**src/rtl/tcst_pkg.sv**
```systemverilog
// ----------------------------------------------------------------------------
// tcst_pkg
// Types and constants for the three-channel sync timer.
// ----------------------------------------------------------------------------
`default_nettype none

package tcst_pkg;

   localparam int NUM_TIMERS      = 3;
   localparam int COUNT_W         = 16;
   localparam int MODE_W          = 10;
   localparam int PULSE_W         = 6;
   localparam int CLOCKS_W        = 6;
   localparam int CSR_INDEX_W     = 3;
   localparam int MAX_TICK_CLOCKS = 63;

   // request kinds
   localparam logic [1:0] KIND_TICK  = 2'd0;
   localparam logic [1:0] KIND_HSYNC = 2'd1;
   localparam logic [1:0] KIND_VSYNC = 2'd2;

   // register indexes
   localparam logic [CSR_INDEX_W-1:0] CSR_TARGET_ZERO = 3'd0;
   localparam logic [CSR_INDEX_W-1:0] CSR_TARGET_ONE  = 3'd1;
   localparam logic [CSR_INDEX_W-1:0] CSR_TARGET_TWO  = 3'd2;
   localparam logic [CSR_INDEX_W-1:0] CSR_MODE_ZERO   = 3'd3;
   localparam logic [CSR_INDEX_W-1:0] CSR_MODE_ONE    = 3'd4;
   localparam logic [CSR_INDEX_W-1:0] CSR_MODE_TWO    = 3'd5;

   // mode register bit positions
   localparam int MODE_SYNC_EN    = 0;
   localparam int MODE_SYNC_LSB   = 1;
   localparam int MODE_RST_TARGET = 3;
   localparam int MODE_IRQ_TARGET = 4;
   localparam int MODE_IRQ_FFFF   = 5;
   localparam int MODE_IRQ_REPEAT = 6;
   localparam int MODE_IRQ_TOGGLE = 7;
   localparam int MODE_CLK_SRC    = 8;
   localparam int MODE_DIVIDER    = 9;

   // sync modes
   localparam logic [1:0] SYNC_PAUSE_LEVEL = 2'd0;
   localparam logic [1:0] SYNC_CLEAR       = 2'd1;
   localparam logic [1:0] SYNC_CLEAR_GATE  = 2'd2;
   localparam logic [1:0] SYNC_RELEASE     = 2'd3;

   localparam logic [COUNT_W-1:0] COUNT_SATURATE = 16'hffff;

   typedef struct packed {
      logic [1:0]          kind;
      logic [CLOCKS_W-1:0] clocks;
      logic                line;
   } req_payload_type;

   typedef struct packed {
      logic [COUNT_W-1:0]    count_zero;
      logic [COUNT_W-1:0]    count_one;
      logic [COUNT_W-1:0]    count_two;
      logic [PULSE_W-1:0]    pulses_zero;
      logic [PULSE_W-1:0]    pulses_one;
      logic [PULSE_W-1:0]    pulses_two;
      logic [NUM_TIMERS-1:0] target_flags;
      logic [NUM_TIMERS-1:0] saturate_flags;
   } rsp_payload_type;

   typedef struct packed {
      logic               level;
      logic               done;
      logic [PULSE_W-1:0] pulses;
   } irq_type;

   typedef struct packed {
      logic clear;
      logic paused;
      logic active;
   } sync_type;

   typedef enum logic [1:0] {
      ST_IDLE,
      ST_RUN,
      ST_DONE
   } state_type;

endpackage

`default_nettype wire

```
**src/rtl/three_channel_sync_timer.sv**
```systemverilog
// ----------------------------------------------------------------------------
// three_channel_sync_timer
// Three 16-bit counters with target / 0xffff compare, sync gating and
// pulse or toggle interrupts, driven by tick and sync requests.
// ----------------------------------------------------------------------------
//  channel   direction  handshake            payload
//  req       in         req_valid/req_stall  req_data (kind, clocks, line)
//  rsp       out        rsp_valid/rsp_stall  rsp_data (counts, pulses, flags)
//  csr       in         csr_write_en         csr_index, csr_wdata
//
//  One increment-and-compare unit visits timers 0, 1, 2 in turn,
//  one count per cycle.
//  Reset is synchronous; all state but amt_ff and rsp_data_ff returns to idle.
//  req_stall is high while a request is in work; the result register lets
//  the next request start while the previous result is still stalled.
// ----------------------------------------------------------------------------
`default_nettype none

module three_channel_sync_timer
   import tcst_pkg::*;
(
   input  wire logic                   clock,
   input  wire logic                   reset,
   input  wire logic                   req_valid,
   output logic                        req_stall,
   input  wire req_payload_type        req_data,
   output logic                        rsp_valid,
   input  wire logic                   rsp_stall,
   output rsp_payload_type             rsp_data,
   input  wire logic                   csr_write_en,
   input  wire logic [CSR_INDEX_W-1:0] csr_index,
   input  wire logic [COUNT_W-1:0]     csr_wdata
);

   localparam logic [1:0] LAST_TMR = 2'(NUM_TIMERS - 1);

   state_type state_ff, state_in;
   logic [1:0] tmr_ff, tmr_in;

   logic [NUM_TIMERS-1:0][COUNT_W-1:0]  target_ff, target_in;
   logic [NUM_TIMERS-1:0][MODE_W-1:0]   mode_ff, mode_in;
   logic [NUM_TIMERS-1:0][COUNT_W-1:0]  counts_ff, counts_in;
   logic [NUM_TIMERS-1:0][PULSE_W-1:0]  pulses_ff, pulses_in;
   logic [NUM_TIMERS-1:0][CLOCKS_W-1:0] amt_ff, amt_in;
   logic [NUM_TIMERS-1:0] paused_ff, paused_in;
   logic [NUM_TIMERS-1:0] active_ff, active_in;
   logic [NUM_TIMERS-1:0] level_ff, level_in;
   logic [NUM_TIMERS-1:0] done_ff, done_in;
   logic [NUM_TIMERS-1:0] hit_t_ff, hit_t_in;
   logic [NUM_TIMERS-1:0] hit_s_ff, hit_s_in;
   logic [2:0] dot_ff, dot_in;
   logic [2:0] div_ff, div_in;

   logic            rsp_valid_ff, rsp_valid_in;
   rsp_payload_type rsp_data_ff, rsp_data_in;

   // temporaries of the combinational block
   logic [CLOCKS_W-1:0] tick_n;
   logic [CLOCKS_W:0]   dot_sum, div_sum;
   logic [14:0]         dot_prod;
   logic [4:0]          dot_quot;
   logic [CLOCKS_W:0]   dot_rem;
   logic                t2_gate;
   sync_type            sync_v;
   logic [COUNT_W-1:0]  cnt_cur, cnt_next;
   logic [MODE_W-1:0]   mode_cur;
   irq_type             irq_v;
   logic [1:0]          csr_tmr;

   function automatic logic [PULSE_W-1:0] sat_inc(logic [PULSE_W-1:0] p);
      return (p == {PULSE_W{1'b1}}) ? p : p + 1'b1;
   endfunction

   function automatic irq_type raise_irq(irq_type s, logic [MODE_W-1:0] m);
      irq_type r;
      r = s;
      if (!s.done) begin
         if (!m[MODE_IRQ_TOGGLE]) begin
            r.pulses = sat_inc(s.pulses);
         end else begin
            r.level = !s.level;
            // pulse counted on the falling toggle
            if (s.level) r.pulses = sat_inc(s.pulses);
         end
         if (!m[MODE_IRQ_REPEAT]) r.done = 1'b1;
      end
      return r;
   endfunction

   function automatic sync_type sync_event(logic active, logic paused,
                                           logic [1:0] smode, logic line);
      sync_type r;
      r.clear  = 1'b0;
      r.paused = paused;
      r.active = active;
      if (active) begin
         unique case (smode)
            SYNC_PAUSE_LEVEL: r.paused = line;
            SYNC_CLEAR:       r.clear = line;
            SYNC_CLEAR_GATE: begin
               r.clear  = line;
               r.paused = !line;
            end
            SYNC_RELEASE: begin
               if (line) begin
                  r.paused = 1'b0;
                  r.active = 1'b0;
               end
            end
         endcase
      end
      return r;
   endfunction

   assign req_stall = (state_ff != ST_IDLE);
   assign rsp_valid = rsp_valid_ff;
   assign rsp_data  = rsp_data_ff;

   always_comb begin
      state_in     = state_ff;
      tmr_in       = tmr_ff;
      target_in    = target_ff;
      mode_in      = mode_ff;
      counts_in    = counts_ff;
      pulses_in    = pulses_ff;
      amt_in       = amt_ff;
      paused_in    = paused_ff;
      active_in    = active_ff;
      level_in     = level_ff;
      done_in      = done_ff;
      hit_t_in     = hit_t_ff;
      hit_s_in     = hit_s_ff;
      dot_in       = dot_ff;
      div_in       = div_ff;
      rsp_valid_in = rsp_valid_ff;
      rsp_data_in  = rsp_data_ff;

      tick_n   = (32'(req_data.clocks) > MAX_TICK_CLOCKS) ?
                 CLOCKS_W'(MAX_TICK_CLOCKS) : req_data.clocks;
      dot_sum  = {1'b0, tick_n} + {{(CLOCKS_W-2){1'b0}}, dot_ff};
      div_sum  = {1'b0, tick_n} + {{(CLOCKS_W-2){1'b0}}, div_ff};
      // divide by 5 through the reciprocal 205/1024, exact for these sums
      dot_prod = 15'(dot_sum) * 15'd205;
      dot_quot = dot_prod[14:10];
      dot_rem  = dot_sum - (7'(dot_quot) * 7'd5);
      t2_gate  = !active_ff[2] ||
                 (mode_ff[2][MODE_SYNC_LSB +: 2] == SYNC_CLEAR) ||
                 (mode_ff[2][MODE_SYNC_LSB +: 2] == SYNC_CLEAR_GATE);
      sync_v   = '0;
      cnt_cur  = counts_ff[tmr_ff];
      cnt_next = cnt_cur + 1'b1;
      mode_cur = mode_ff[tmr_ff];
      irq_v    = '{level: level_ff[tmr_ff], done: done_ff[tmr_ff],
                   pulses: pulses_ff[tmr_ff]};
      csr_tmr  = 2'(csr_index - CSR_MODE_ZERO);

      if (rsp_valid_ff && !rsp_stall) rsp_valid_in = 1'b0;

      unique case (state_ff)
         ST_IDLE: begin
            if (req_valid) begin
               pulses_in = '0;
               amt_in    = '0;
               tmr_in    = '0;
               state_in  = ST_RUN;
               unique case (req_data.kind)
                  KIND_TICK: begin
                     dot_in = dot_rem[2:0];
                     div_in = div_sum[2:0];
                     amt_in[0] = mode_ff[0][MODE_CLK_SRC] ?
                                 CLOCKS_W'(dot_quot) : tick_n;
                     amt_in[1] = mode_ff[1][MODE_CLK_SRC] ? '0 : tick_n;
                     if (t2_gate) begin
                        amt_in[2] = mode_ff[2][MODE_DIVIDER] ?
                                    CLOCKS_W'(div_sum[CLOCKS_W:3]) : tick_n;
                     end
                  end
                  KIND_HSYNC: begin
                     sync_v = sync_event(active_ff[0], paused_ff[0],
                                         mode_ff[0][MODE_SYNC_LSB +: 2],
                                         req_data.line);
                     if (sync_v.clear) counts_in[0] = '0;
                     paused_in[0] = sync_v.paused;
                     active_in[0] = sync_v.active;
                     if (mode_ff[1][MODE_CLK_SRC] && req_data.line) begin
                        amt_in[1] = CLOCKS_W'(1);
                     end
                  end
                  KIND_VSYNC: begin
                     sync_v = sync_event(active_ff[1], paused_ff[1],
                                         mode_ff[1][MODE_SYNC_LSB +: 2],
                                         req_data.line);
                     if (sync_v.clear) counts_in[1] = '0;
                     paused_in[1] = sync_v.paused;
                     active_in[1] = sync_v.active;
                  end
                  default: ;
               endcase
            end
         end

         ST_RUN: begin
            if ((amt_ff[tmr_ff] == '0) || (active_ff[tmr_ff] && paused_ff[tmr_ff])) begin
               if (tmr_ff == LAST_TMR) state_in = ST_DONE;
               else tmr_in = tmr_ff + 1'b1;
            end else begin
               // one increment with both compares
               if (cnt_cur == target_ff[tmr_ff]) begin
                  hit_t_in[tmr_ff] = 1'b1;
                  if (mode_cur[MODE_RST_TARGET]) cnt_next = '0;
                  if (mode_cur[MODE_IRQ_TARGET]) irq_v = raise_irq(irq_v, mode_cur);
               end
               if (cnt_next == COUNT_SATURATE) begin
                  hit_s_in[tmr_ff] = 1'b1;
                  if (!mode_cur[MODE_RST_TARGET]) cnt_next = '0;
                  if (mode_cur[MODE_IRQ_FFFF]) irq_v = raise_irq(irq_v, mode_cur);
               end
               counts_in[tmr_ff] = cnt_next;
               level_in[tmr_ff]  = irq_v.level;
               done_in[tmr_ff]   = irq_v.done;
               pulses_in[tmr_ff] = irq_v.pulses;
               amt_in[tmr_ff]    = amt_ff[tmr_ff] - 1'b1;
            end
         end

         ST_DONE: begin
            if (!rsp_valid_ff || !rsp_stall) begin
               rsp_valid_in = 1'b1;
               rsp_data_in  = '{count_zero:     counts_ff[0],
                                count_one:      counts_ff[1],
                                count_two:      counts_ff[2],
                                pulses_zero:    pulses_ff[0],
                                pulses_one:     pulses_ff[1],
                                pulses_two:     pulses_ff[2],
                                target_flags:   hit_t_ff,
                                saturate_flags: hit_s_ff};
               state_in = ST_IDLE;
            end
         end

         default: state_in = ST_IDLE;
      endcase

      // register writes must arrive only while idle; the block itself does not enforce it
      if (csr_write_en) begin
         unique case (csr_index)
            CSR_TARGET_ZERO, CSR_TARGET_ONE, CSR_TARGET_TWO: begin
               target_in[csr_index[1:0]] = csr_wdata;
            end
            CSR_MODE_ZERO, CSR_MODE_ONE, CSR_MODE_TWO: begin
               mode_in[csr_tmr]   = csr_wdata[MODE_W-1:0];
               active_in[csr_tmr] = csr_wdata[MODE_SYNC_EN];
               counts_in[csr_tmr] = '0;
               if (csr_tmr == LAST_TMR) begin
                  paused_in[csr_tmr] =
                     (csr_wdata[MODE_SYNC_LSB +: 2] == SYNC_RELEASE) ||
                     (csr_wdata[MODE_SYNC_LSB +: 2] == SYNC_PAUSE_LEVEL);
               end else begin
                  paused_in[csr_tmr] =
                     (csr_wdata[MODE_SYNC_LSB +: 2] == SYNC_RELEASE);
               end
            end
            default: ;
         endcase
      end
   end

   always_ff @(posedge clock) begin
      if (reset) begin
         state_ff     <= ST_IDLE;
         tmr_ff       <= '0;
         target_ff    <= '0;
         mode_ff      <= '0;
         counts_ff    <= '0;
         pulses_ff    <= '0;
         paused_ff    <= '0;
         active_ff    <= '0;
         level_ff     <= '1;
         done_ff      <= '0;
         hit_t_ff     <= '0;
         hit_s_ff     <= '0;
         dot_ff       <= '0;
         div_ff       <= '0;
         rsp_valid_ff <= 1'b0;
      end else begin
         state_ff     <= state_in;
         tmr_ff       <= tmr_in;
         target_ff    <= target_in;
         mode_ff      <= mode_in;
         counts_ff    <= counts_in;
         pulses_ff    <= pulses_in;
         paused_ff    <= paused_in;
         active_ff    <= active_in;
         level_ff     <= level_in;
         done_ff      <= done_in;
         hit_t_ff     <= hit_t_in;
         hit_s_ff     <= hit_s_in;
         dot_ff       <= dot_in;
         div_ff       <= div_in;
         rsp_valid_ff <= rsp_valid_in;
      end
   end

   always_ff @(posedge clock) begin
      amt_ff      <= amt_in;
      rsp_data_ff <= rsp_data_in;
   end

endmodule

`default_nettype wire

```
**config.mk**
```make
export PLATFORM = sky130hd
export DESIGN_NAME = three_channel_sync_timer
export DESIGN_NICKNAME = d
export VERILOG_FILES = /design/src/rtl/tcst_pkg.sv /design/src/rtl/three_channel_sync_timer.sv
export SDC_FILE = /design/constraint.sdc
export NUM_CORES = 1
export LEC_CHECK = 0
export ABC_CLOCK_PERIOD_IN_PS = 12540
export BUFFER_PORTS_ARGS = -buffer_cell sky130_fd_sc_hd__buf_4
export CAP_MARGIN = 10
export CELL_PAD_IN_SITES_DETAIL_PLACEMENT = 1
export CELL_PAD_IN_SITES_GLOBAL_PLACEMENT = 1
export CORE_AREA = 2 2 212 214
export CTS_BUF_LIST = sky130_fd_sc_hd__clkbuf_8 sky130_fd_sc_hd__clkbuf_16
export CTS_CLUSTER_DIAMETER = 60
export DETAILED_ROUTE_END_ITERATION = 8
export DIE_AREA = 0 0 214 216
export PLACE_DENSITY = 0.53
export SYNTH_ARGS = -nofsm -noshare
export SYNTH_HDL_FRONTEND = slang
export SYNTH_SLANG_ARGS = --single-unit
```
**constraint.sdc**
```tcl
create_clock -name clock -period 12.54 [get_ports clock]
set_clock_uncertainty 0.05 [all_clocks]
set_input_delay 3.762 -clock clock [delete_from_list [all_inputs] [get_ports clock]]
set_output_delay 3.762 -clock clock [all_outputs]
set_load 0.05 [all_outputs]
```
==> out/metrics.yaml <==
power.clock.fraction_pct: 35.7
p_leak_nw: 5.40
synthesis.nets: 1451
antenna_cells: 0
coreArea_sq_um: 43800
busiest_layer: "met2"
crit_path_max_fanout: 5
grt_max_degree: 79
syn_area_per_cell_sq_um: 9.63
critPathTopFamily: "adder cells"
tightest_slew_ns: 1.11
grt_pass1_wl_microns: 63700
drc: 0
cts.hold.buffers_added: 0
io_buffers: 106
finalSetupViolCount: 0
seq_area_sq_um: 6050
cp.required_ns: 12.92
internal-power_mw: 1.67
clk_latency_ns: 0.59
cts-root-buf: "clkbuf_16"
crit_buf_inv: 6
routabilityCongestion: 0.761
ys_async_sr_fraction_pct: 0
finalCritPeriodShare_pct: 71.9
ant_nets: 0
critPathSlowestCell: "fa_1"
critical-path-max-stage-delay_ns: 0.51
cts_sinks: 257
netlist_area_sq_um: 13000
relSlewSlack_pct: 25.6
synth-seq-area-share_pct: 46.5
wl_per_cell_microns: 19.7
timing.hold.ws_ns: 0.403
boundaryPins: 107
cts_max_level: 1
grtUsageTotal_pct: 17.4
vias: 10200
postCtsResizedCells: 0
fin_nets: 1522
rsz0062_at_grt: "no"
drv_slew: 0
grtUsageMet2_pct: 28.8
ys_types: 86
cp-end-kind: "flip-flop"
max_freq_mhz: 111
hpwl_microns: 28200
drv.max_cap_violation_count: 0
drt-pass1-iter-count: 5
multi_input_area_sq_um: 6410
synth.ff_latch_count: 257
globalRouteOverflowTotal: 0
die_area_sq_um: 46200
syn_inst: 1350
pre_cts_slack_ns: 2.88
switching_share_pct: 31.4
ctsLongestPathBuffers: 3
nFillCells: 4992
synth-edff-count: 90
area_delta_synth_final_pct: 17.2
fin_ws_ns: 3.52
power_density_nw_per_um2: 160
drt_iter0_markers: 472
drive_gt1_share_pct: 13.8
p_switching_uw: 764
rows: 77
ir_drop_mv: 0.225
hold_path_class: "reg -> reg"
vias_per_cell: 5.02
worstSetupPathType: "in -> reg"
crit_arrival_ns: 9.40
post_cts_buffers: 0
finalHoldViolCount: 0
start_kind: "input port"
pwr-share-seq_pct: 36.4
grt_pass1_vias: 10800
ys.flop_type: "dfxtp_1"
cts_tree: "yes"
wl_microns: 40200
fp.dieW_microns: 214
use_met3_pct: 2.44
status: "finished, final reports clean"
setup_tns_ns: 0
ys.warnings.count: 0
antenna_found_initial: 0
combPwrFrac_pct: 27.9
clk_pin_slew_worst_paths_ns: 0.06
cts_buffers: 31
grt_use_met1_pct: 24.1
die_height_microns: 216
min_period_ns: 9.02
start_util_pct: 29.7
==> synth_stat cells (11+ instances only) <==
master	count	share of area, %
xnor2_1	39	2.6
dfxtp_1	167	26
ha_1	57	5.5
a22oi_1	36	2.1
a31oi_1	11	0.53
nor3_1	13	0.50
inv_1	43	1.2
edfxtp_1	90	21
o2bb2ai_1	21	1.4
a21oi_1	112	4.3
nor2b_1	11	0.53
nand3_1	38	1.5
nand2_1	240	6.9
a22o_1	13	0.88
buf_2	11	0.42
mux2i_1	64	4.9
and2_1	13	0.63
clkbuf_1	49	1.4
xor2_1	16	1.1
nor2_1	95	2.7
fa_1	11	1.7
nand2b_1	11	0.53
o21ai_0	29	1.1
==> state kept, by name, indices dropped and copies added (netlist names), 3 cells and up <==
name,count
div_ff,3
pulses_ff,18
hit_s_ff,3
level_ff,3
counts_ff,48
rsp_data,72
target_ff,48
active_ff,3
hit_t_ff,3
paused_ff,3
dot_ff,3
mode_ff,24
amt_ff,18
done_ff,3
==> cells in the final DEF, fill, tap and decap left out, types with 5 or more instances in the layout <==
cell type | Yosys | layout
xnor2_1 | 39 | 39
clkbuf_16 | 0 | 31
clkbuf_8 | 0 | 5
inv_1 | 43 | 53
o21ai_0 | 29 | 29
a21oi_1 | 112 | 111
nor2b_1 | 11 | 11
a211oi_1 | 6 | 6
nand3_1 | 38 | 38
nand2_1 | 240 | 240
and3_1 | 8 | 8
a22oi_1 | 36 | 36
edfxtp_1 | 90 | 90
fa_1 | 11 | 11
dfxtp_1 | 167 | 165
a22o_1 | 13 | 13
o22ai_1 | 9 | 9
o2bb2ai_1 | 21 | 21
nand2b_1 | 11 | 11
xor2_1 | 16 | 16
nor2_1 | 95 | 95
o21a_1 | 5 | 5
buf_4 | 3 | 116
nor3_1 | 13 | 13
or2_2 | 6 | 6
a31oi_1 | 11 | 11
o2bb2ai_2 | 7 | 7
nand4_1 | 9 | 9
mux2i_1 | 64 | 64
ha_1 | 57 | 57
o211ai_1 | 10 | 10
and2_1 | 13 | 13
nand4b_1 | 8 | 8
==> cell families after synthesis <==
logic type	count (synthesis)	share of synthesized area, %
xor+xnor	55	3.71
mux	71	5.56
fa+ha+maj	68	7.18
compound gates	302	16.2
flops	257	46.5
simple gates	475	16.6
buf+inv	122	4.25
==> metrics by stage <==
| step | total power, mW | instance area (sq um) | instances | utilization, % |
|---|---|---|---|---|
| finish | 2.43 | 15200 | 2038 | 34.8 |
| global placement | 1.57 | 14200 | 1980 | 32.5 |
| CTS | 2.48 | 15200 | 2038 | 34.8 |
| global route | 2.61 | 15200 | 2038 | 34.8 |
| floorplan | 1.42 | 13000 | 1350 | - |
| detailed placement | 1.60 | 14200 | 1980 | 32.5 |
==> layer usage <==
layer  vias to the layer above  routed length (microns)
met3                        46                     1240
met2                       148                    18700
met4                         0                      697
met1                      5086                    19600
li1                       4946                        -
met5                         -                        0
==> path summary, 6_finish.rpt <==
check / from / endpoint / slack, ns / cells after the start
hold reg to reg: target_ff[38] / target_ff[38] / 0.40 / 2
setup reg to reg: dot_ff[0] / dot_ff[2] / 6.50 / 26
setup / recovery: req_data[1] / dot_ff[2] / 3.52 / 27
hold / removal: target_ff[38] / target_ff[38] / 0.40 / 2
==> layout make-up <==
class	instances	share of cell area, %
inverters	44	1.08
multi-input cells	971	42.1
clock inverters	22	1.00
clock buffers	36	5.54
flip-flops and latches	257	39.7
repair buffers	116	5.72
well taps	592	4.86
==> power groups by stage <==
stage	clock (mW)	sequential [mW]	combinational, mW
6_report	0.869	0.887	0.678
5_1_grt	0.923	0.889	0.794
4_1_cts	0.893	0.887	0.696
3_5_place_dp	0	0.905	0.692
3_3_place_gp	0	0.905	0.666
2_1_floorplan	0	0.900	0.519
==> tightest hold or removal path: cells and delay by family, from the launching register on <==
| family | cells | cell delay (ns) |
|---|---|---|
| DFF | 1 | 0.31 |
| and+or+nand+nor | 1 | 0.05 |
| AOI/OAI and AO/OA | 1 | 0.05 |
Power figures use the tool's default switching activity.
